[src/hw/rtl/ldcc_pkg.sv]
// ============================================================================
// ldcc_pkg : shared types and constants of the letter / digram counter
// Beat layouts, table entry layouts, write records and register codes.
// ============================================================================
package ldcc_pkg;

	localparam int ALPHABET_SIZE = 128;
	localparam int COUNT_WIDTH   = 16;

	localparam int SYM_W     = 7;
	localparam int CNT_W     = COUNT_WIDTH;
	localparam int CONTACT_W = 8;
	localparam int LINK_W    = 7;
	localparam int TOTAL_W   = 32;
	localparam int OUT_CNT_W = 16;
	localparam int MADDR_W   = 2 * SYM_W;
	localparam int M_DEPTH   = 1 << MADDR_W;
	localparam int S_DEPTH   = 1 << SYM_W;
	localparam int APB_AW    = 3;
	localparam int PEND_MAX  = 2;

	localparam logic [SYM_W-1:0] NO_PREV = SYM_W'(127);

	localparam logic [7:0] CH_LA     = 8'h61;
	localparam logic [7:0] CH_ZERO   = 8'h30;
	localparam logic [7:0] CH_SPACE  = 8'h20;
	localparam logic [7:0] N_LETTERS = 8'd26;
	localparam logic [7:0] N_DIGITS  = 8'd10;

	localparam logic [1:0] MODE_LETTER = 2'd0;
	localparam logic [1:0] MODE_DIGIT  = 2'd1;
	localparam logic [1:0] MODE_RAW    = 2'd2;

	typedef enum logic {
		OP_FEED = 1'b0,
		OP_READ = 1'b1
	} ldcc_op_t;

	typedef enum logic {
		REG_SYMBOL_MODE = 1'b0,
		REG_PAIRED      = 1'b1
	} ldcc_reg_t;

	typedef struct packed {
		logic [1:0] symbol_mode;
		logic       paired_digrams;
	} ldcc_cfg_t;

	typedef struct packed {
		logic             opcode;
		logic [7:0]       char_code;
		logic [SYM_W-1:0] first_symbol;
		logic [SYM_W-1:0] second_symbol;
	} ldcc_in_t;

	typedef struct packed {
		logic                 accepted;
		logic [SYM_W-1:0]     symbol_index;
		logic [OUT_CNT_W-1:0] symbol_count;
		logic [CONTACT_W-1:0] contact_count;
		logic [LINK_W-1:0]    distinct_preceders;
		logic [LINK_W-1:0]    distinct_followers;
		logic [OUT_CNT_W-1:0] pair_count;
		logic [OUT_CNT_W-1:0] digram_count;
		logic [TOTAL_W-1:0]   total_symbols;
	} ldcc_out_t;

	// one matrix word: follow and digram entries of a pair
	typedef struct packed {
		logic [CNT_W-1:0] follow;
		logic [CNT_W-1:0] digram;
	} ldcc_ment_t;

	// one symbol word
	typedef struct packed {
		logic [CNT_W-1:0]     occ;
		logic [CONTACT_W-1:0] contact;
		logic [LINK_W-1:0]    prec;
		logic [LINK_W-1:0]    foll;
	} ldcc_sent_t;

	typedef struct packed {
		logic               en;
		logic [MADDR_W-1:0] addr;
		ldcc_ment_t         data;
	} ldcc_mwr_t;

	typedef struct packed {
		logic             en;
		logic [SYM_W-1:0] addr;
		ldcc_sent_t       data;
	} ldcc_swr_t;

	// decoded item as it travels down the pipe
	typedef struct packed {
		ldcc_op_t           op;
		logic               sym_ok;
		logic               has_prev;
		logic               dig_en;
		logic [SYM_W-1:0]   sym;
		logic [SYM_W-1:0]   prev;
		logic [SYM_W-1:0]   second;
		logic [TOTAL_W-1:0] total;
	} ldcc_item_t;

	// matrix address of the first read: the requested pair, or prev then fed
	function automatic logic [MADDR_W-1:0] maddr_first(ldcc_item_t it);
		logic [MADDR_W-1:0] a;
		if (it.op == OP_READ) begin
			a = {it.sym, it.second};
		end else begin
			a = {it.prev, it.sym};
		end
		return a;
	endfunction

endpackage

[src/hw/rtl/ldcc_cfg_regs.sv]
// ============================================================================
// ldcc_cfg_regs : APB register file
// Holds the symbol class and the paired digram switch.
// ============================================================================
module ldcc_cfg_regs (
	input  logic                       clk,
	input  logic                       arst_n,
	input  logic                       psel,
	input  logic                       penable,
	input  logic                       pwrite,
	input  logic [ldcc_pkg::APB_AW-1:0] paddr,
	input  logic [31:0]                pwdata,
	output logic [31:0]                prdata,
	output logic                       pready,
	output ldcc_pkg::ldcc_cfg_t        cfg
);
	import ldcc_pkg::*;

	ldcc_cfg_t cfg_q;
	ldcc_reg_t idx;
	logic      wr;

	assign idx    = ldcc_reg_t'(paddr[APB_AW-1]);
	assign wr     = psel && penable && pwrite;
	assign pready = 1'b1;
	assign cfg    = cfg_q;

	always_ff @(posedge clk or negedge arst_n) begin
		if (!arst_n) begin
			cfg_q <= '0;
		end else if (wr) begin
			unique case (idx)
				REG_SYMBOL_MODE: cfg_q.symbol_mode    <= pwdata[1:0];
				REG_PAIRED:      cfg_q.paired_digrams <= pwdata[0];
			endcase
		end
	end

	always_comb begin
		unique case (idx)
			REG_SYMBOL_MODE: prdata = 32'(cfg_q.symbol_mode);
			REG_PAIRED:      prdata = 32'(cfg_q.paired_digrams);
		endcase
	end

endmodule

[config.mk]
export PLATFORM = sky130hd
export DESIGN_NAME = ldcc_cfg_regs
export DESIGN_NICKNAME = d
export VERILOG_FILES = /design/src/hw/rtl/ldcc_pkg.sv /design/src/hw/rtl/ldcc_cfg_regs.sv
export SDC_FILE = /design/constraint.sdc
export NUM_CORES = 1
export LEC_CHECK = 0
export BUFFER_PORTS_ARGS = -buffer_cell sky130_fd_sc_hd__buf_2
export CAP_MARGIN = 5
export CORE_UTILIZATION = 22
export DETAILED_ROUTE_END_ITERATION = 16
export HOLD_SLACK_MARGIN = 0.06
export PLACE_DENSITY = 0.76
export SETUP_SLACK_MARGIN = 0.3
export SYNTH_ARGS = -nofsm -noshare
export SYNTH_HDL_FRONTEND = slang
export SYNTH_SLANG_ARGS = --single-unit
[constraint.sdc]
create_clock -name clk -period 0.8 [get_ports clk]
set_input_delay 0 -clock clk [delete_from_list [all_inputs] [get_ports clk]]
set_output_delay 0 -clock clk [all_outputs]
set_load 0.02 [all_outputs]
==> results.cfg <==
[sta]
fmaxAchievable_mhz = 975
postLayoutSetupSlackWorst_ns = -0.225
layout_worst_path_cycle_share = 1.28
tns_ns = -1.00
hold_violations = 1
finalSetupViolations = 7
finalCriticalPeriod_ns = 1.03
finalMaxSlewViolations = 0
fin_skew_ns = 0
setup_repair_after_global_routing_missed_its_margin = true
worst_hold_slack_ns = -0.000320

[global_routing]
number_of_global_route_vias_before_repair = 174
maximum_number_of_pins_on_one_net_before_global_route_repair = 5
grt_pass1_wl_um = 724
grt-ovfl-total = 0
grt_antenna_before_repair = 0
grt_util_all_layers = 0.0575

[drt]
routed-via-count = 238
first_pass_iters = 1
wl_per_cell_um = 6.37
drt_iter0_markers = 0
detail_route.drc_violations = 0
detail_route.wirelength_um = 554
drt.antenna.violating_nets = 0
routed_via_density = 2.74

[die]
fp-row-count = 15
die-area_um2 = 2020
top_level_ports = 76
chipHeight_um = 44.9
placeableCoreArea_um2 = 1730
die_w_um = 44.9
initial_utilization = 0.235

[clock_tree]
cts_root_buffer = clkbuf_4
cts.path.max_buffers = 2
clock_tree.htree_level_count = 1
clk_transition_reported_paths_ns = 0.04
clkLatencyLatePin_ns = 0.23
cts_buffers = 3
tritoncts = built
numClockSinks = 3
cts-hold-fix-buffers = 1

[synth]
postSynthCellCount = 43
ys_seq_elements = 3
postSynthAreaPerCell_um2 = 9.43
synth.yosys.seq_area_share = 0.185
synthDistinctLibCells = 9
synth-warning-count = 0
total_standard_cell_area_after_synthesis_um2 = 405

[cells_and_area]
drive_above_1_share = 0.435
antenna_cell_count = 0
flip_flop_count_of_the_largest_register_all_copies_and_words_added = 3
fillers = 205
most-common-layout-cells = conb_1 (31), buf_2 (7), buf_6 (7)
final_core_util = 0.281
finish.net_count = 103
fin_area_um2 = 485
p_r_area_growth_vs_syn_pct = 19.8
layout.cells.most_common = conb_1

[power]
switching_fraction_of_total_power = 0.381
power.net_switching_uw = 382
worst_ir_drop_vdd_v = 0.000800
clockPowerShare = 0.264
p_int_uw = 621
report.power.total_mw = 1.00
p_per_area_nw_per_um2 = 2070
power_frac_seq = 0.217
p_leak_nw = 0.286
power.combinational.fraction = 0.520

[place]
placedInstanceArea_um2 = 380
post-place-ws_ns = -0.00702
globalplace.congestion = 0.668
dp_hpwl_um = 424
io_buffer_count = 12

[worst_setup_path]
kind_of_end_point_of_the_critical_path = primary output
crit_path_max_incr_delay_ns = 0.39
start_kind = flip-flop
critical_path.max_fanout = 2
critical_path_class = flip-flop to primary output
timing.critical_path.buf_inv = 1
worstPathArrival_ns = 1.03
r2r_path_start = cfg[0]$_DFFE_PN0P_
critPathRequiredTime_ns = 0.80
cell_chain_of_the_critical_path = mux2_2 > buf_6
critPathTopFamily = flip-flops
critPathLaunch = cfg[0]$_DFFE_PN0P_
critical-path-slowest-cell = dfrtp_2

[min_path]
hold_class = input pin to flip-flop
hold_path.startpoint = pwdata[1]

[job]
cap_viol_max_count = 0

[run_status]
status = finished, violations left
failed_checks = negative hold slack, negative setup slack
Yosys cell counts:
library cell | count | area, µm²
conb_1 | 2 | 7.51
buf_4 | 31 | 233
nand4b_4 | 1 | 23.8
dfrtp_1 | 3 | 75.1
mux2_2 | 1 | 11.3
nand4_1 | 1 | 6.26
and2b_1 | 1 | 7.51
mux2_1 | 1 | 11.3
mux2_4 | 2 | 30.0
power by group through the flow:
stage / Clock, mW / Sequential (mW) / Combinational [mW]
floorplan: 0 / 0.259 / 0.341
global placement: 0 / 0.219 / 0.353
detailed placement: 0 / 0.224 / 0.354
CTS: 0.286 / 0.218 / 0.472
global route: 0.288 / 0.222 / 0.555
finish: 0.264 / 0.217 / 0.521
cell type report:
cell class              count  area, µm²  share of cell area
multi-input cells          38        210               0.433
repair buffers             17        139               0.286
flip-flops and latches      3       78.8               0.162
well taps                  25       31.3              0.0644
clock buffers               4       26.3              0.0541
worst paths after layout:
kind	end	slack, ns	cells after the start
min in group asynchronous	cfg[0]$_DFFE_PN0P_	0.11	2
max in group asynchronous	cfg[2]$_DFFE_PN0P_	0.58	2
setup / recovery	prdata[0]	-0.23	2
hold / removal	cfg[2]$_DFFE_PN0P_	-0.0003	2
hold reg to reg	cfg[2]$_DFFE_PN0P_	0.55	1
setup reg to reg	cfg[0]$_DFFE_PN0P_	-0.19	3
cells by family (layout without fill, tap and decap cells):
| group | count (synthesis) | after routing | share of synthesized area |
|---|---|---|---|
| other | 2 | 31 | 0.0185 |
| multiplexers | 4 | 4 | 0.130 |
| flip-flops | 3 | 3 | 0.185 |
| AND/OR/NAND/NOR | 3 | 3 | 0.0926 |
| buffers and inverters | 31 | 21 | 0.574 |
per-stage QoR:
step                std cells  hold slack, ns
floorplan                  72          -0.296
global placement           78          -0.207
detailed placement         78          -0.203
CTS                        85         -0.0126
global route               87        -0.00140
finish                     87       -0.000320
repair_timing:
| action | 4_1_cts | 5_1_grt |
|---|---|---|
| endpoints found under the setup margin | 8 | 8 |
| gates resized for setup | 10 | 2 |
| setup buffers | 2 | 2 |
| endpoints found under the hold margin | 6 | 3 |
routing by layer:
layer / vias to the layer above / GRT usage / part of all wire
met2: 24 / 0.0638 / 0.48
li1: 111 / - / -
met3: 0 / 0.0280 / 0.18
met5: - / 0 / 0
met4: 0 / 0.0909 / 0
met1: 103 / 0.0616 / 0.34
Power figures use the tool's default switching activity.
