[config.mk]
export PLATFORM = sky130hd
export DESIGN_NAME = ldcc_update
export DESIGN_NICKNAME = d
export VERILOG_FILES = /design/src/hw/rtl/ldcc_pkg.sv /design/src/hw/rtl/ldcc_update.sv
export SDC_FILE = /design/constraint.sdc
export NUM_CORES = 1
export LEC_CHECK = 0
export ABC_AREA = 1
export BUFFER_PORTS_ARGS = -buffer_cell sky130_fd_sc_hd__buf_2
export CAP_MARGIN = 15
export CORE_AREA = 2 2 248 250
export DETAILED_ROUTE_END_ITERATION = 7
export DIE_AREA = 0 0 250 252
export SETUP_SLACK_MARGIN = 0.02
export SKIP_LAST_GASP = 1
export SLEW_MARGIN = 40
export SYNTH_ARGS = -nofsm -noshare
export SYNTH_HDL_FRONTEND = slang
export SYNTH_SLANG_ARGS = --single-unit
[constraint.sdc]
create_clock -name vclk -period 8.04
set_input_delay 1.608 -clock vclk [all_inputs]
set_output_delay 1.608 -clock vclk [all_outputs]
set_load 0.01 [all_outputs]
[src/hw/rtl/ldcc_pkg.sv]
// ============================================================================
// ldcc_pkg : shared types and constants of the letter / digram counter
// Beat layouts, table entry layouts, write records and register codes.
// ============================================================================
package ldcc_pkg;

	localparam int ALPHABET_SIZE = 128;
	localparam int COUNT_WIDTH   = 16;

	localparam int SYM_W     = 7;
	localparam int CNT_W     = COUNT_WIDTH;
	localparam int CONTACT_W = 8;
	localparam int LINK_W    = 7;
	localparam int TOTAL_W   = 32;
	localparam int OUT_CNT_W = 16;
	localparam int MADDR_W   = 2 * SYM_W;
	localparam int M_DEPTH   = 1 << MADDR_W;
	localparam int S_DEPTH   = 1 << SYM_W;
	localparam int APB_AW    = 3;
	localparam int PEND_MAX  = 2;

	localparam logic [SYM_W-1:0] NO_PREV = SYM_W'(127);

	localparam logic [7:0] CH_LA     = 8'h61;
	localparam logic [7:0] CH_ZERO   = 8'h30;
	localparam logic [7:0] CH_SPACE  = 8'h20;
	localparam logic [7:0] N_LETTERS = 8'd26;
	localparam logic [7:0] N_DIGITS  = 8'd10;

	localparam logic [1:0] MODE_LETTER = 2'd0;
	localparam logic [1:0] MODE_DIGIT  = 2'd1;
	localparam logic [1:0] MODE_RAW    = 2'd2;

	typedef enum logic {
		OP_FEED = 1'b0,
		OP_READ = 1'b1
	} ldcc_op_t;

	typedef enum logic {
		REG_SYMBOL_MODE = 1'b0,
		REG_PAIRED      = 1'b1
	} ldcc_reg_t;

	typedef struct packed {
		logic [1:0] symbol_mode;
		logic       paired_digrams;
	} ldcc_cfg_t;

	typedef struct packed {
		logic             opcode;
		logic [7:0]       char_code;
		logic [SYM_W-1:0] first_symbol;
		logic [SYM_W-1:0] second_symbol;
	} ldcc_in_t;

	typedef struct packed {
		logic                 accepted;
		logic [SYM_W-1:0]     symbol_index;
		logic [OUT_CNT_W-1:0] symbol_count;
		logic [CONTACT_W-1:0] contact_count;
		logic [LINK_W-1:0]    distinct_preceders;
		logic [LINK_W-1:0]    distinct_followers;
		logic [OUT_CNT_W-1:0] pair_count;
		logic [OUT_CNT_W-1:0] digram_count;
		logic [TOTAL_W-1:0]   total_symbols;
	} ldcc_out_t;

	// one matrix word: follow and digram entries of a pair
	typedef struct packed {
		logic [CNT_W-1:0] follow;
		logic [CNT_W-1:0] digram;
	} ldcc_ment_t;

	// one symbol word
	typedef struct packed {
		logic [CNT_W-1:0]     occ;
		logic [CONTACT_W-1:0] contact;
		logic [LINK_W-1:0]    prec;
		logic [LINK_W-1:0]    foll;
	} ldcc_sent_t;

	typedef struct packed {
		logic               en;
		logic [MADDR_W-1:0] addr;
		ldcc_ment_t         data;
	} ldcc_mwr_t;

	typedef struct packed {
		logic             en;
		logic [SYM_W-1:0] addr;
		ldcc_sent_t       data;
	} ldcc_swr_t;

	// decoded item as it travels down the pipe
	typedef struct packed {
		ldcc_op_t           op;
		logic               sym_ok;
		logic               has_prev;
		logic               dig_en;
		logic [SYM_W-1:0]   sym;
		logic [SYM_W-1:0]   prev;
		logic [SYM_W-1:0]   second;
		logic [TOTAL_W-1:0] total;
	} ldcc_item_t;

	// matrix address of the first read: the requested pair, or prev then fed
	function automatic logic [MADDR_W-1:0] maddr_first(ldcc_item_t it);
		logic [MADDR_W-1:0] a;
		if (it.op == OP_READ) begin
			a = {it.sym, it.second};
		end else begin
			a = {it.prev, it.sym};
		end
		return a;
	endfunction

endpackage

[src/hw/rtl/ldcc_update.sv]
// ============================================================================
// ldcc_update : forwarding and update arithmetic of the write-back stage
// Patches stale read data from recent writes, computes new entries and the
// result beat.
// ============================================================================
module ldcc_update (
	input  logic                   valid,
	input  ldcc_pkg::ldcc_item_t   item,
	input  ldcc_pkg::ldcc_ment_t   m_first,
	input  ldcc_pkg::ldcc_sent_t   s_first,
	input  ldcc_pkg::ldcc_ment_t   m_second,
	input  ldcc_pkg::ldcc_sent_t   s_second,
	input  ldcc_pkg::ldcc_mwr_t    mh1,
	input  ldcc_pkg::ldcc_mwr_t    mh2,
	input  ldcc_pkg::ldcc_swr_t    sh1,
	input  ldcc_pkg::ldcc_swr_t    sh2,
	output ldcc_pkg::ldcc_mwr_t    m_wr,
	output ldcc_pkg::ldcc_swr_t    s_wr,
	output ldcc_pkg::ldcc_swr_t    p_wr,
	output ldcc_pkg::ldcc_out_t    res
);
	import ldcc_pkg::*;

	function automatic ldcc_ment_t fwd_m(ldcc_ment_t raw, logic [MADDR_W-1:0] addr,
			ldcc_mwr_t h1, ldcc_mwr_t h2);
		ldcc_ment_t v;
		v = raw;
		if (h1.en && h1.addr == addr) begin
			v = h1.data;
		end else if (h2.en && h2.addr == addr) begin
			v = h2.data;
		end
		return v;
	endfunction

	function automatic ldcc_sent_t fwd_s(ldcc_sent_t raw, logic [SYM_W-1:0] addr,
			ldcc_swr_t h1, ldcc_swr_t h2);
		ldcc_sent_t v;
		v = raw;
		if (h1.en && h1.addr == addr) begin
			v = h1.data;
		end else if (h2.en && h2.addr == addr) begin
			v = h2.data;
		end
		return v;
	endfunction

	function automatic logic [CNT_W-1:0] sat_cnt(logic [CNT_W-1:0] v);
		return (&v) ? v : v + CNT_W'(1);
	endfunction

	function automatic logic [CONTACT_W-1:0] sat_ct(logic [CONTACT_W-1:0] v);
		return (&v) ? v : v + CONTACT_W'(1);
	endfunction

	function automatic logic [LINK_W-1:0] sat_ln(logic [LINK_W-1:0] v);
		return (&v) ? v : v + LINK_W'(1);
	endfunction

	function automatic logic [OUT_CNT_W-1:0] clip(logic [CNT_W-1:0] v);
		logic [31:0] w;
		w = 32'(v);
		return (w > 32'h0000_FFFF) ? 16'hFFFF : w[OUT_CNT_W-1:0];
	endfunction

	ldcc_ment_t pc, cp, pc_n;
	ldcc_sent_t ce, pe, ce_n, pe_n;
	logic       self_pair, new_pc, new_ct, feed, upd;

	always_comb begin
		// first reads are patched from both write history entries; second reads from the newer one only
		pc = fwd_m(m_first, maddr_first(item), mh1, mh2);
		cp = fwd_m(m_second, {item.sym, item.prev}, mh1, '0);
		ce = fwd_s(s_first, item.sym, sh1, sh2);
		pe = fwd_s(s_second, item.prev, sh1, '0);

		feed      = item.op == OP_FEED;
		upd       = valid && feed && item.sym_ok;
		self_pair = item.prev == item.sym;
		new_pc    = pc.follow == '0;
		new_ct    = new_pc && cp.follow == '0;

		pc_n.follow = sat_cnt(pc.follow);
		pc_n.digram = item.dig_en ? sat_cnt(pc.digram) : pc.digram;

		ce_n     = ce;
		ce_n.occ = sat_cnt(ce.occ);
		pe_n     = pe;
		if (item.has_prev) begin
			if (new_ct) begin
				// a self pair meets itself from both sides
				ce_n.contact = self_pair ? sat_ct(sat_ct(ce.contact)) : sat_ct(ce.contact);
				pe_n.contact = sat_ct(pe.contact);
			end
			if (new_pc) begin
				ce_n.prec = sat_ln(ce.prec);
				if (self_pair) begin
					ce_n.foll = sat_ln(ce.foll);
				end
				pe_n.foll = sat_ln(pe.foll);
			end
		end

		m_wr.en   = upd && item.has_prev;
		m_wr.addr = {item.prev, item.sym};
		m_wr.data = pc_n;
		s_wr.en   = upd;
		s_wr.addr = item.sym;
		s_wr.data = ce_n;
		p_wr.en   = upd && item.has_prev && !self_pair;
		p_wr.addr = item.prev;
		p_wr.data = pe_n;

		res               = '0;
		res.total_symbols = item.total;
		if (!feed) begin
			res.accepted     = 1'b1;
			res.symbol_index = item.sym;
			if ({1'b0, item.sym} < (SYM_W+1)'(ALPHABET_SIZE)) begin
				res.symbol_count       = clip(ce.occ);
				res.contact_count      = ce.contact;
				res.distinct_preceders = ce.prec;
				res.distinct_followers = ce.foll;
				if ({1'b0, item.second} < (SYM_W+1)'(ALPHABET_SIZE)) begin
					res.pair_count   = clip(pc.follow);
					res.digram_count = clip(pc.digram);
				end
			end
		end else if (item.sym_ok) begin
			res.accepted           = 1'b1;
			res.symbol_index       = item.sym;
			res.symbol_count       = clip(ce_n.occ);
			res.contact_count      = ce_n.contact;
			res.distinct_preceders = ce_n.prec;
			res.distinct_followers = ce_n.foll;
			if (item.has_prev) begin
				res.pair_count   = clip(pc_n.follow);
				res.digram_count = clip(pc_n.digram);
			end
		end
	end

endmodule

==> flow_summary.yaml <==
run_status:
  status: "finished clean"
worst_setup_path:
  end_kind: "output port"
  max_stage_delay_ns: 0.40
  path_common_cell: "nand2_1"
  cp.buffers_inverters: 5
  crit_slowest_cell: "nand3_2"
  crit_path_cell_trace: "buf_2 -> inv_2 -> nand2_1 -> nand2_1 -> nand2_1 -> nand2_1 -> nor2_1 -> nand2_1 -> nor2_1 -> nand3_2 -> inv_2 -> o21ai_2 -> inv_1 -> ha_1 -> nand2_1 -> nor2_1 -> nand2_1 -> nor2_4 -> nand2_1 -> nor2_1 -> nand2_1 -> o21ai_1 -> o21ai_1 -> buf_2"
  cp.required_ns: 6.43
  cp_data_arrival_time_ns: 5.82
  crit_path_start_kind: "primary input"
  cp_max_fo: 20
  critPathKind: "in -> out"
  crit_family: "simple AND/OR/NAND/NOR gates"
pwr:
  p_switching_mw: 0.3815
  power.density_mw_per_mm2: 49.89
  p_int_mw: 0.2160
  comb_power_share: 1.000
  total_power_mw: 0.5976
  p_seq_frac: 0
  netSwitchingFraction: 0.6385
  p_leak_nw: 6.991
  clkPwrFrac: 0
  vdd_drop_max_mv: 0.01956
synthesis:
  yosysSeqAreaShare: 0
  yosysTopAreaCell: "nand2_1"
  ys_warn_count: 0
  synth.avg_cell_area_um2: 4.721
  syn-cell-area_mm2: 0.008777
  synth.top_cell.area_share: 0.3148
  ys_types: 51
  synth_nets: 2254
  synthTopCellsByArea: "nand2_1, nand3_1, inv_1, nor2_1, buf_4"
  synthCells: 1859
layout:
  fin_util: 0.1992
  clkbuf_count: 0
  fin_cells: 3106
  seqCellArea_um2: 0
  nets: 2716
  design.seq.count: 0
  fillers: 7195
  drive_above_1_share: 0.2924
  syn2layout_area_growth_pct: 36.48
sta:
  worst_pin_slew_ns: 0.7982
  finalHoldViolCount: 0
  slew_viol_final: 0
  timing.slew.headroom: 0.4654
  fin_crit_sh: 0.9242
  setup_viol: 0
  period_minus_slack_ns: 7.431
  rsz0062_at_grt: "false"
  fin_tns_setup_ns: 0
  fmax_ghz: 0.1346
global_route:
  antenna_found_initial: 9
  grt_max_degree: 45
  grt_pass1_wl_um: 78920
  track_usage: 0.1658
  grt-ovfl-total: 0
  grt_pass1_vias: 12485
worst_hold_path:
  min-delay-path-class: "in -> out"
place:
  dp_cells: 3101
  portBuffers: 553
  place_hpwl_um: 48480
  routabilityCongestion: 0.9675
detailed_routing:
  route.detailed.wl_per_inst_um: 17.98
  drt-initial-drc-count: 947
  drc: 0
  antenna_left: 0
  routed_via_density: 4.368
  wl_um: 55850
  first_pass_iters: 5
  num_vias: 13566
die:
  die-area_mm2: 0.06300
  start_util: 0.1460
  die_height_um: 252
  boundaryPins: 633
  die-width_um: 250
  rows: 90
  core-area_mm2: 0.06013
cts:
  hold_buffers: 0
  cts_setup_buffers: 0
  cts_resized: 0
flow_run:
  drv_cap: 0
==> synthesized netlist by cell type (21+ instances only) <==
library cell	instances
xor2_1	40
nor2_1	171
a21oi_1	36
nor3_1	33
clkbuf_1	23
nand2_1	736
inv_1	194
buf_4	67
o21ai_0	66
nand2_2	21
nand4_1	32
o21ai_1	40
nand3_1	200
==> stage by stage <==
stage | hold WS (ns) | instance area (µm²) | setup WS [ns]
finish | 3.216 | 11980 | 0.6093
CTS | 3.216 | 11970 | 0.5548
detailed placement | 3.216 | 11970 | 0.5668
global placement | 3.216 | 11960 | 0.5962
floorplan | 3.308 | 8777 | 1.753
global route | 3.216 | 11970 | 0.1229
==> worst paths after layout <==
path     start  endpoint  slack (ns)  depth (start not counted)
min   item[30]   res[30]        3.22                          0
max   item[56]   res[72]        0.61                         24
==> area by class of cell <==
type | count | area [µm²] | area share
well taps | 782 | 978.4 | 0.08168
multi-input cells | 1528 | 7233 | 0.6038
repair buffers | 578 | 2955 | 0.2467
diodes | 5 | 12.51 | 0.001044
inverters | 213 | 799.5 | 0.06674
==> power groups by stage <==
stage | Sequential, mW | Clock (mW) | Combinational [mW]
floorplan | 0 | 0 | 0.335
global placement | 0 | 0 | 0.592
detailed placement | 0 | 0 | 0.593
CTS | 0 | 0 | 0.596
global route | 0 | 0.0000000333 | 0.657
finish | 0 | 0.0000000668 | 0.598
==> cells in the final DEF, fill, tap and decap left out, types with 5 or more instances in the layout <==
cell and count:
nor3_2 5, nand4_1 32, and2_1 11, nand3_1 200, or2_2 13, a21boi_0 6
inv_1 194, o21ai_0 66, ha_1 11, a21oi_1 36, o21ai_1 40, diode_2 5
nor3_1 32, or2_1 5, o21ai_2 6, o211ai_1 7, inv_2 17, xnor2_1 13
nand2_1 735, nand3b_1 8, nor2_4 7, nand2_2 22, buf_2 553, xor2_1 40
nor2_2 18, o22ai_1 5, nor4_1 10, buf_4 25, nor2_1 169
==> cells by family after synthesis <==
kind of cell,after synthesis,share of synthesized area
fa+ha+maj,11,0.01568
simple gates,1283,0.6375
buf+inv,331,0.1782
compound gates,180,0.1139
xor+xnor,54,0.05474
==> layer usage <==
metal	GRT usage	vias to the layer above	part of all wire
met5	0	-	0.00041
met4	0.08896	4	0.063
met3	0.03219	127	0.077
met2	0.2834	711	0.45
met1	0.1959	5947	0.41
li1	-	6777	-
(Power assumes the default switching activity.)
