File: src/hw/rtl/ldcc_pkg.sv
// ============================================================================
// ldcc_pkg : shared types and constants of the letter / digram counter
// Beat layouts, table entry layouts, write records and register codes.
// ============================================================================
package ldcc_pkg;

	localparam int ALPHABET_SIZE = 128;
	localparam int COUNT_WIDTH   = 16;

	localparam int SYM_W     = 7;
	localparam int CNT_W     = COUNT_WIDTH;
	localparam int CONTACT_W = 8;
	localparam int LINK_W    = 7;
	localparam int TOTAL_W   = 32;
	localparam int OUT_CNT_W = 16;
	localparam int MADDR_W   = 2 * SYM_W;
	localparam int M_DEPTH   = 1 << MADDR_W;
	localparam int S_DEPTH   = 1 << SYM_W;
	localparam int APB_AW    = 3;
	localparam int PEND_MAX  = 2;

	localparam logic [SYM_W-1:0] NO_PREV = SYM_W'(127);

	localparam logic [7:0] CH_LA     = 8'h61;
	localparam logic [7:0] CH_ZERO   = 8'h30;
	localparam logic [7:0] CH_SPACE  = 8'h20;
	localparam logic [7:0] N_LETTERS = 8'd26;
	localparam logic [7:0] N_DIGITS  = 8'd10;

	localparam logic [1:0] MODE_LETTER = 2'd0;
	localparam logic [1:0] MODE_DIGIT  = 2'd1;
	localparam logic [1:0] MODE_RAW    = 2'd2;

	typedef enum logic {
		OP_FEED = 1'b0,
		OP_READ = 1'b1
	} ldcc_op_t;

	typedef enum logic {
		REG_SYMBOL_MODE = 1'b0,
		REG_PAIRED      = 1'b1
	} ldcc_reg_t;

	typedef struct packed {
		logic [1:0] symbol_mode;
		logic       paired_digrams;
	} ldcc_cfg_t;

	typedef struct packed {
		logic             opcode;
		logic [7:0]       char_code;
		logic [SYM_W-1:0] first_symbol;
		logic [SYM_W-1:0] second_symbol;
	} ldcc_in_t;

	typedef struct packed {
		logic                 accepted;
		logic [SYM_W-1:0]     symbol_index;
		logic [OUT_CNT_W-1:0] symbol_count;
		logic [CONTACT_W-1:0] contact_count;
		logic [LINK_W-1:0]    distinct_preceders;
		logic [LINK_W-1:0]    distinct_followers;
		logic [OUT_CNT_W-1:0] pair_count;
		logic [OUT_CNT_W-1:0] digram_count;
		logic [TOTAL_W-1:0]   total_symbols;
	} ldcc_out_t;

	// one matrix word: follow and digram entries of a pair
	typedef struct packed {
		logic [CNT_W-1:0] follow;
		logic [CNT_W-1:0] digram;
	} ldcc_ment_t;

	// one symbol word
	typedef struct packed {
		logic [CNT_W-1:0]     occ;
		logic [CONTACT_W-1:0] contact;
		logic [LINK_W-1:0]    prec;
		logic [LINK_W-1:0]    foll;
	} ldcc_sent_t;

	typedef struct packed {
		logic               en;
		logic [MADDR_W-1:0] addr;
		ldcc_ment_t         data;
	} ldcc_mwr_t;

	typedef struct packed {
		logic             en;
		logic [SYM_W-1:0] addr;
		ldcc_sent_t       data;
	} ldcc_swr_t;

	// decoded item as it travels down the pipe
	typedef struct packed {
		ldcc_op_t           op;
		logic               sym_ok;
		logic               has_prev;
		logic               dig_en;
		logic [SYM_W-1:0]   sym;
		logic [SYM_W-1:0]   prev;
		logic [SYM_W-1:0]   second;
		logic [TOTAL_W-1:0] total;
	} ldcc_item_t;

	// matrix address of the first read: the requested pair, or prev then fed
	function automatic logic [MADDR_W-1:0] maddr_first(ldcc_item_t it);
		logic [MADDR_W-1:0] a;
		if (it.op == OP_READ) begin
			a = {it.sym, it.second};
		end else begin
			a = {it.prev, it.sym};
		end
		return a;
	endfunction

endpackage

File: src/hw/rtl/ldcc_out_fifo.sv
// ============================================================================
// ldcc_out_fifo : two-beat result buffer
// Parts the write-back stage from a stalled result channel.
// ============================================================================
module ldcc_out_fifo (
	input  logic                clk,
	input  logic                arst_n,
	input  logic                push,
	input  ldcc_pkg::ldcc_out_t push_data,
	input  logic                pop,
	output logic                valid,
	output ldcc_pkg::ldcc_out_t head
);
	import ldcc_pkg::*;

	logic [1:0] cnt_q;
	ldcc_out_t  head_q, next_q;

	assign valid = cnt_q != 2'd0;
	assign head  = head_q;

	always_ff @(posedge clk or negedge arst_n) begin
		if (!arst_n) begin
			cnt_q <= '0;
		end else begin
			cnt_q <= 2'(cnt_q + {1'b0, push} - {1'b0, pop});
		end
	end

	always_ff @(posedge clk) begin
		if (pop) begin
			head_q <= (cnt_q == 2'(PEND_MAX)) ? next_q : push_data;
			if (push && cnt_q == 2'(PEND_MAX)) begin
				next_q <= push_data;
			end
		end else if (push) begin
			if (cnt_q == 2'd0) begin
				head_q <= push_data;
			end else begin
				next_q <= push_data;
			end
		end
	end

endmodule

File: config.mk
export PLATFORM = sky130hd
export DESIGN_NAME = ldcc_out_fifo
export DESIGN_NICKNAME = d
export VERILOG_FILES = /design/src/hw/rtl/ldcc_pkg.sv /design/src/hw/rtl/ldcc_out_fifo.sv
export SDC_FILE = /design/constraint.sdc
export NUM_CORES = 1
export LEC_CHECK = 0
export ABC_AREA = 1
export BUFFER_PORTS_ARGS = -buffer_cell sky130_fd_sc_hd__buf_2
export CORE_AREA = 2 2 162 125
export CTS_CLUSTER_DIAMETER = 30
export CTS_CLUSTER_SIZE = 16
export DETAILED_ROUTE_END_ITERATION = 10
export DIE_AREA = 0 0 164 127
export GPL_TIMING_DRIVEN = 1
export PLACE_DENSITY_LB_ADDON = 0.12
export SLEW_MARGIN = 0
export SYNTH_ARGS = -nofsm -noshare
export SYNTH_HDL_FRONTEND = slang
export SYNTH_SLANG_ARGS = --single-unit
File: constraint.sdc
create_clock -name clk -period 14.6 [get_ports clk]
set_input_delay 1.46 -clock clk [delete_from_list [all_inputs] [get_ports clk]]
set_output_delay 1.46 -clock clk [all_outputs]
set_load 0.03 [all_outputs]
==> qor.csv, run 1 <==
metric;value;unit
vias;5811;
grt_pass1_vias;5836;
r2r_slack;11.51;ns
start_kind;flop;
synth_fp_nets;736;
place.gp.congestion;0.769;
ctsHoldBuffers;0;
ys_types;13;
io_buffers;224;
multi_input_area;1620;sq um
pin_count;225;
peakVddDrop;0.102;mV
period_needed;3.43;ns
ys_ff_latch;222;
core-area;19100;sq um
clock_skew;0.0182;ns
finalSetupTns;0;ns
crit_required;13.14;ns
hold_violations;0;
cts.sinks;222;
slew_violations;0;
cap_violations;0;
placedCellCount;1055;
grt_max_degree;111;
seq_area;6660;sq um
die_area;20800;sq um
critPathKind;flop to output pin;
powerDensity;221;nW/um^2
worstPathMaxFanout;58;
ys.warnings.count;0;
wl_per_cell;17.5;um
worstMarginPinSlew;1.22;ns
grt_pass1_wl;30100;um
p_leak;4.80;nW
max-clock-path-buffers;3;
dpl.hpwl;11700;um
end_kind;output pin;
max_slew_margin;19.0;%
hold_class;flop to flop;
wl;19800;um
die_h;127;um
cts_setup_buffers;0;
clk_pin_slew;0.05;ns
diodes;0;
htree_levels;2;
post_cts_resized;0;
grt_use_total;18.6;%
die_w;164;um
syn_inst;620;
clock.fmax;291;MHz
area_delta_synth_final;32.8;%
antenna_found_initial;1;
layout-drive-gt1-share;34.9;%
clkLatencyLatePin;0.52;ns
rows;44;
cts_tree;built;
fin_crit_sh;23.5;%
rsz0062_at_grt;no;
syn_area;8530;sq um
start_util;44.6;%
drc;0;
firstDrtPassIters;5;
post_layout_nonfiller_instances;1133;
ys_seq_area_share;78.1;%
drt_iter0_markers;427;
detail-route-antenna-nets;0;
status;complete, no violations;
fillers;1542;
critPathArrivalTime;1.97;ns
avgViaCountPerCell;5.13;
syn_avg_cell_area;13.8;sq um
cts_root_buffer;clkbuf_16;
grt_overflow;0;
setup_violations;0;
cts_made_buffers;43;
final_nets;963;
-- routing by layer --
metal	part of all wire, %	vias up	track usage (%)
li1	-	2755	-
met5	0.066	-	0
met1	44	2760	25.6
met4	1.7	2	6.14
met2	46	256	28.7
met3	8.8	38	5.36
-- synthesized netlist by cell type --
cell type / number / area (sq um)
nand4_1: 110 / 688
buf_4: 10 / 75.1
nand2_1: 227 / 852
dfrtp_1: 2 / 50.1
o21bai_1: 1 / 7.51
ha_1: 2 / 25.0
nand3_1: 2 / 10.0
and3_1: 1 / 6.26
edfxtp_1: 220 / 6610
buf_2: 30 / 150
inv_2: 1 / 3.75
inv_1: 5 / 18.8
clkbuf_1: 9 / 33.8
-- metrics by stage --
| step | hold WS (ns) | cell area [sq um] | worst slack [ns] | utilization (%) | power, mW |
|---|---|---|---|---|---|
| global route | 0.591 | 11300 | 11.07 | 59.3 | 2.60 |
| CTS | 0.560 | 11300 | 11.13 | 59.3 | 2.52 |
| detailed placement | 0.553 | 9790 | 10.83 | 51.3 | 1.49 |
| global placement | 0.550 | 9790 | 10.88 | 51.3 | 1.48 |
| floorplan | 0.537 | 8530 | 7.43 | - | 1.34 |
| finish | 0.564 | 11300 | 11.17 | 59.3 | 2.50 |
-- sequential cells by signal (all words and copies together) (netlist names) --
register	cells
head	110
next_q	110
cnt_q	2
-- cell type report --
class                   count  area share [%]
flip-flops and latches    222            58.8
multi-input cells         343            14.3
repair buffers            231            10.4
clock buffers              43            9.50
clock inverters            35            4.03
well taps                 253            2.79
inverters                   6           0.210
-- path summary, 6_finish.rpt --
kind / cells past startpoint / to / start
max: 3 / valid / cnt_q[1]
min in group asynchronous: 1 / cnt_q[1] / arst_n
max reg2reg: 4 / next_q[35] / cnt_q[1]
min: 2 / head[39] / next_q[39]
min reg2reg: 2 / head[39] / next_q[39]
max in group asynchronous: 1 / cnt_q[1] / arst_n
-- cell families (layout without fill, tap and decap cells) --
kind of cell	count (synthesis)	after routing	share of synthesized area [%]
compound gates	1	1	0.0881
fa+ha+maj	2	2	0.293
buf+inv	55	315	3.30
flops	222	222	78.1
simple gates	340	340	18.3
-- worst max-delay path: stages, from the launching register on --
cell and delay (ns):
dfrtp_4 0.84, inv_1 0.14, nand2_1 0.22, buf_2 0.24
-- layout by cell type (no fill, tap or decap) --
cell	n
nand2_1	227
buf_2	223
edfxtp_1	220
nand4_1	110
clkbuf_16	43
bufinv_16	9
clkinvlp_4	8
buf_4	8
clkinv_2	7
clkinv_1	7
inv_1	5
ha_1	2
clkinv_8	2
clkinv_4	2
nand3_4	1
nand3_1	1
o21bai_4	1
and3_4	1
inv_16	1
dfrtp_1	1
dfrtp_4	1
-- power by group --
part | leakage (nW) | switching, mW | internal, mW
combinational | 1.92 | 0.399 | 0.115
clock | 0.725 | 0.326 | 0.699
sequential | 2.15 | 0.0628 | 0.896
total | 4.80 | 0.788 | 1.71
Note: power is estimated with default switching activity, not from simulation.
==> run 2: changes to the inputs <==
Settings changed: ABC_AREA 1 to 0.
Clock period 14.6 ns to 3.5 ns, I/O delays scaled along.
==> run 2 against run 1 <==
  * Synthesized cell count decreased by 42%
  * Flip-flop and latch count unchanged
  * Critical path depth unchanged
  * Combinational power increased to 3.8 times the previous value
  * Setup slack got worse by 9.5 ns
  * Sequential share of layout area increased by 0.35 points
  * Die area unchanged
  * Non-clock buffer count unchanged
  * Clock skew increased by 0.0044 ns
  * Synthesized area decreased by 0.26%
  * Power increased to 3.8 times the previous value
==> qor.csv, run 2 <==
metric;value;unit
wl_met2;7140;um
synth_compound_area_share;0.177;%
grt_pass1_vias;4350;
die_h;127;um
layout.cells.most_common;buf_2;
start_util;44.5;%
fillers;1454;
p_leak;4.76;nW
syn_avg_cell_area;23.8;sq um
grt_max_degree;62;
max_slew_margin;49.0;%
worstMarginPinSlew;0.765;ns
area_delta_synth_final;32.3;%
finalSetupTns;0;ns
clock_skew;0.0226;ns
critPathKind;flop to flop;
cts_root_buffer;clkbuf_16;
r2r_slack;1.71;ns
ys_types;14;
min_to;next_q[61];
grt_pass1_wl;23700;um
cts_made_buffers;40;
clk_pin_slew;0.06;ns
yosys.area.top_type;edfxtp_1;
io_buffers;224;
avgViaCountPerCell;4.71;
peakVddDrop;0.664;mV
synthFlopType;edfxtp_1;
cts.sinks;222;
diodes;0;
place.gp.congestion;0.735;
hold_class;input port to flop;
status;complete, no violations;
critPathArrivalTime;2.03;ns
fin_util;58.9;%
hold_depth;1;
netlist.area_leader.share;77.7;%
grt_use_total;14.8;%
synthMuxAreaShare;19.0;%
start_kind;flop;
grt_overflow;0;
rows;44;
cap_violations;0;
setup_violations;0;
hold_ws;0.0411;ns
firstDrtPassIters;4;
crit-reg2reg-launch;cnt_q[0];
synth_xor_area_share;0.206;%
powerDensity;846;nW/um^2
drt_iter0_markers;238;
wl_met3;1560;um
antenna_found_initial;1;
ys_seq_area_share;78.3;%
layout-drive-gt1-share;63.0;%
pin_count;225;
top_layer;met5;
synth_edf_count;220;
synth_area_leaders;edfxtp_1 (78%), mux2_4 (18%), buf_6 (1.5%), mux2_2 (1.3%), dfrtp_1 (0.59%);
async_reset_ff_share;0.901;%
ys.warnings.count;0;
clkLatencyLatePin;0.50;ns
worstPathMaxFanout;48;
max-clock-path-buffers;3;
final_nets;734;
htree_levels;2;
end_kind;flop;
syn_area;8500;sq um
slew_violations;0;
power;9.52;mW
final_cell_mix;buf_2 (224), edfxtp_1 (220), mux2_4 (100);
yosys.area_share.simple;0.427;%
drc;0;
fin_crit_sh;51.2;%
hold_path.startpoint;push_data[61];
met1_length;6800;um
synth_top_family_by_area;multiplexers;
vias;4241;
core-area;19100;sq um
clock.fmax;558;MHz
synthAdderAreaFrac;0.294;%
r2r-end;head[3];
cts_setup_buffers;0;
cts_tree;built;
hold_violations;0;
rsz0062_at_grt;no;
die_area;20800;sq um
synth_fp_nets;473;
post_cts_resized;0;
reg2regPathDepth;3;
wl;15800;um
die_w;164;um
dpl.hpwl;10200;um
yosysMostFrequentCell;edfxtp_1;
synthTopCellsByCount;edfxtp_1 (220), mux2_4 (100), buf_6 (11);
period_needed;1.79;ns
crit_required;3.74;ns
wl_per_cell;17.6;um
ys_ff_latch;222;
syn_inst;357;
detail-route-antenna-nets;0;
-- run 2: cells by family after synthesis --
kind of cell	count (synthesis)
compound gates	2
xor+xnor	2
fa+ha+maj	2
buf+inv	15
flops	222
mux	110
simple gates	4
-- run 2: worst max path at each step --
stage                  start          to  slack, ns  depth (start not counted)
global route        cnt_q[1]     head[3]       1.62                          3
global placement         pop  next_q[32]       1.64                          4
CTS                 cnt_q[1]   head[108]       1.70                          3
finish              cnt_q[0]     head[3]       1.71                          3
floorplan           cnt_q[1]     head[0]       0.19                          2
detailed placement       pop  next_q[33]       1.61                          4
-- run 2: final cells by class --
cell class / count / area [sq um] / area share, %
clock buffer: 46 / 1040 / 9.28
clock inverter: 26 / 285 / 2.53
inverter: 3 / 11.3 / 0.100
multi-input combinational: 120 / 1730 / 15.3
sequential: 222 / 6660 / 59.1
tap: 253 / 317 / 2.81
timing repair buffer: 231 / 1210 / 10.8
-- run 2: timing repair --
action,in CTS,in global routing
hold endpoints to repair,2,0
setup endpoints to repair,0,0
hold buffers,1,0
-- run 2: metrics by stage --
stage	cell area (sq um)	setup WS [ns]	cells
detailed placement	9910	1.61	828
floorplan	8520	0.190	357
CTS	11300	1.70	901
finish	11300	1.71	901
global route	11300	1.62	901
global placement	9910	1.64	828
-- run 2: power breakdown --
group          internal [mW]  switching (mW)
Combinational          0.744            1.23
Clock                   2.46            1.28
Sequential              3.66           0.147
-- run 2: worst max-delay path, stage by stage (launching register included) --
cell and delay [ns]:
dfrtp_1 0.39, nand3b_4 0.37, buf_12 0.37, mux2_2 0.38
-- run 2: layer usage --
layer	up-vias	track usage, %
li1	1958	-
met1	2072	19.9
met2	176	21.9
met3	33	6.14
met4	2	5.11
met5	-	0
==> run 3: changes to the inputs <==
Settings changed: ABC_AREA 0 to 1.
Clock period 3.5 ns to 1.8 ns, I/O delays scaled along.
==> run 3 against run 2 <==
  * Sequential share of layout area is 5.3 points lower
  * Die area unchanged
  * Global-route usage grew 5.8 points
  * Critical endpoint is now head[16]
  * Largest cell class unchanged
  * Highest routed layer is now met4
==> qor.csv, run 3 (synthesis results as in run 1) <==
metric;value;unit
drt_iter0_markers;635;
critPathKind;flop to flop;
clock_skew;0.00637;ns
drc;0;
rsz0062_at_grt;no;
cap_violations;0;
core-area;19100;sq um
grt_overflow;0;
period_needed;1.66;ns
seq_area;6660;sq um
clkLatencyLatePin;0.49;ns
final_cell_mix;nand2_1 (226), buf_2 (223), edfxtp_1 (220);
die_h;127;um
layout.cells.most_common;nand2_1;
worstMarginPinSlew;0.638;ns
area_delta_synth_final;45.0;%
status;complete, no violations;
io_buffers;224;
cts_tree;built;
hold_violations;0;
hold_path.startpoint;pop;
diodes;0;
slew_violations;0;
r2r-end;head[16];
wl;21700;um
vias;6314;
multi_input_area;1630;sq um
detail-route-antenna-nets;0;
start_kind;flop;
hold_depth;5;
crit_required;1.96;ns
clk_pin_slew;0.05;ns
place.gp.congestion;0.750;
hold_class;input port to flop;
antenna_found_initial;0;
ctsHoldBuffers;112;
max-clock-path-buffers;3;
crit-reg2reg-launch;cnt_q[1];
p_leak;5.22;nW
worstPathMaxFanout;24;
powerDensity;1590;nW/um^2
end_kind;flop;
grt_max_degree;112;
start_util;44.6;%
rows;44;
post_cts_resized;0;
r2r_slack;0.14;ns
placedCellCount;1059;
cts_setup_buffers;0;
final_nets;1074;
dpl_cell_area;9940;sq um
cts_made_buffers;37;
gr-usage-met1;29.7;%
hold_ws;0.239;ns
fin_crit_sh;92.2;%
layout-drive-gt1-share;30.3;%
grt_util_met2;31.0;%
grt_pass1_vias;6296;
cts.sinks;222;
setup_violations;0;
die_w;164;um
busiest_layer;met2;
layout.cell_area.non_filler;12400;sq um
min_to;cnt_q[1];
post_layout_nonfiller_instances;1238;
grt_pass1_wl;33600;um
met3_usage;4.84;%
critPathArrivalTime;1.82;ns
die_area;20800;sq um
dpl.hpwl;11900;um
firstDrtPassIters;5;
grt_use_total;20.6;%
pin_count;225;
cts_root_buffer;clkbuf_16;
fin_util;64.7;%
power;19.7;mW
htree_levels;2;
fillers;1411;
clock.fmax;603;MHz
max_slew_margin;57.5;%
peakVddDrop;0.936;mV
reg2regPathDepth;4;
avgViaCountPerCell;5.10;
wl_per_cell;17.6;um
run 3: cell count changes in the layout (fill, tap and decap cells not counted), sizes merged, moves of 5 or more:
cell / change
nand2: +227
clkinv: -7
nand4: +110
dlygate4sd3: +112
mux2: -110
buf: +5
run 3: power by group:
| part | switching, mW | total, mW | internal [mW] | leakage, nW |
|---|---|---|---|---|
| registers | 0.352 | 7.61 | 7.25 | 2.15 |
| clock network | 2.37 | 7.24 | 4.86 | 0.622 |
| logic | 3.60 | 4.85 | 1.25 | 2.45 |
| total | 6.33 | 19.7 | 13.4 | 5.22 |
run 3: layer usage:
layer	part of all wire [%]	wire, um
met4	2.3	492
met5	0	0
met2	46	9990
met3	8.0	1730
met1	44	9520
run 3: metrics by stage:
stage                     worst slack (ns)  setup TNS, ns
after CTS                            0.128              0
after global placement               0.159              0
after detailed placement             0.146              0
final                                0.140              0
after floorplan                     -0.989        -182.51
after global routing                0.0696              0
run 3: worst max-delay path, cell delays in order, from the launching register on:
cell	delay [ns]
dfrtp_4	0.51
inv_1	0.18
nand2_8	0.07
o21bai_4	0.21
buf_4	0.35
run 3: how the worst max path moves through the flow:
stage	cells past startpoint	slack, ns	startpoint	to
floorplan	4	-0.99	cnt_q[0]	head[0]
global placement	4	0.16	cnt_q[1]	head[10]
detailed placement	4	0.15	cnt_q[1]	head[16]
CTS	4	0.13	cnt_q[1]	head[22]
global route	4	0.07	cnt_q[1]	head[22]
finish	4	0.14	cnt_q[1]	head[16]
run 3: cell type report:
class                      count  share of cell area, %
clock buffer                  46                   8.19
clock inverter                20                   2.25
inverter                       6                  0.192
multi-input combinational    343                   13.2
sequential                   222                   53.9
tap                          253                   2.56
timing repair buffer         348                   19.7
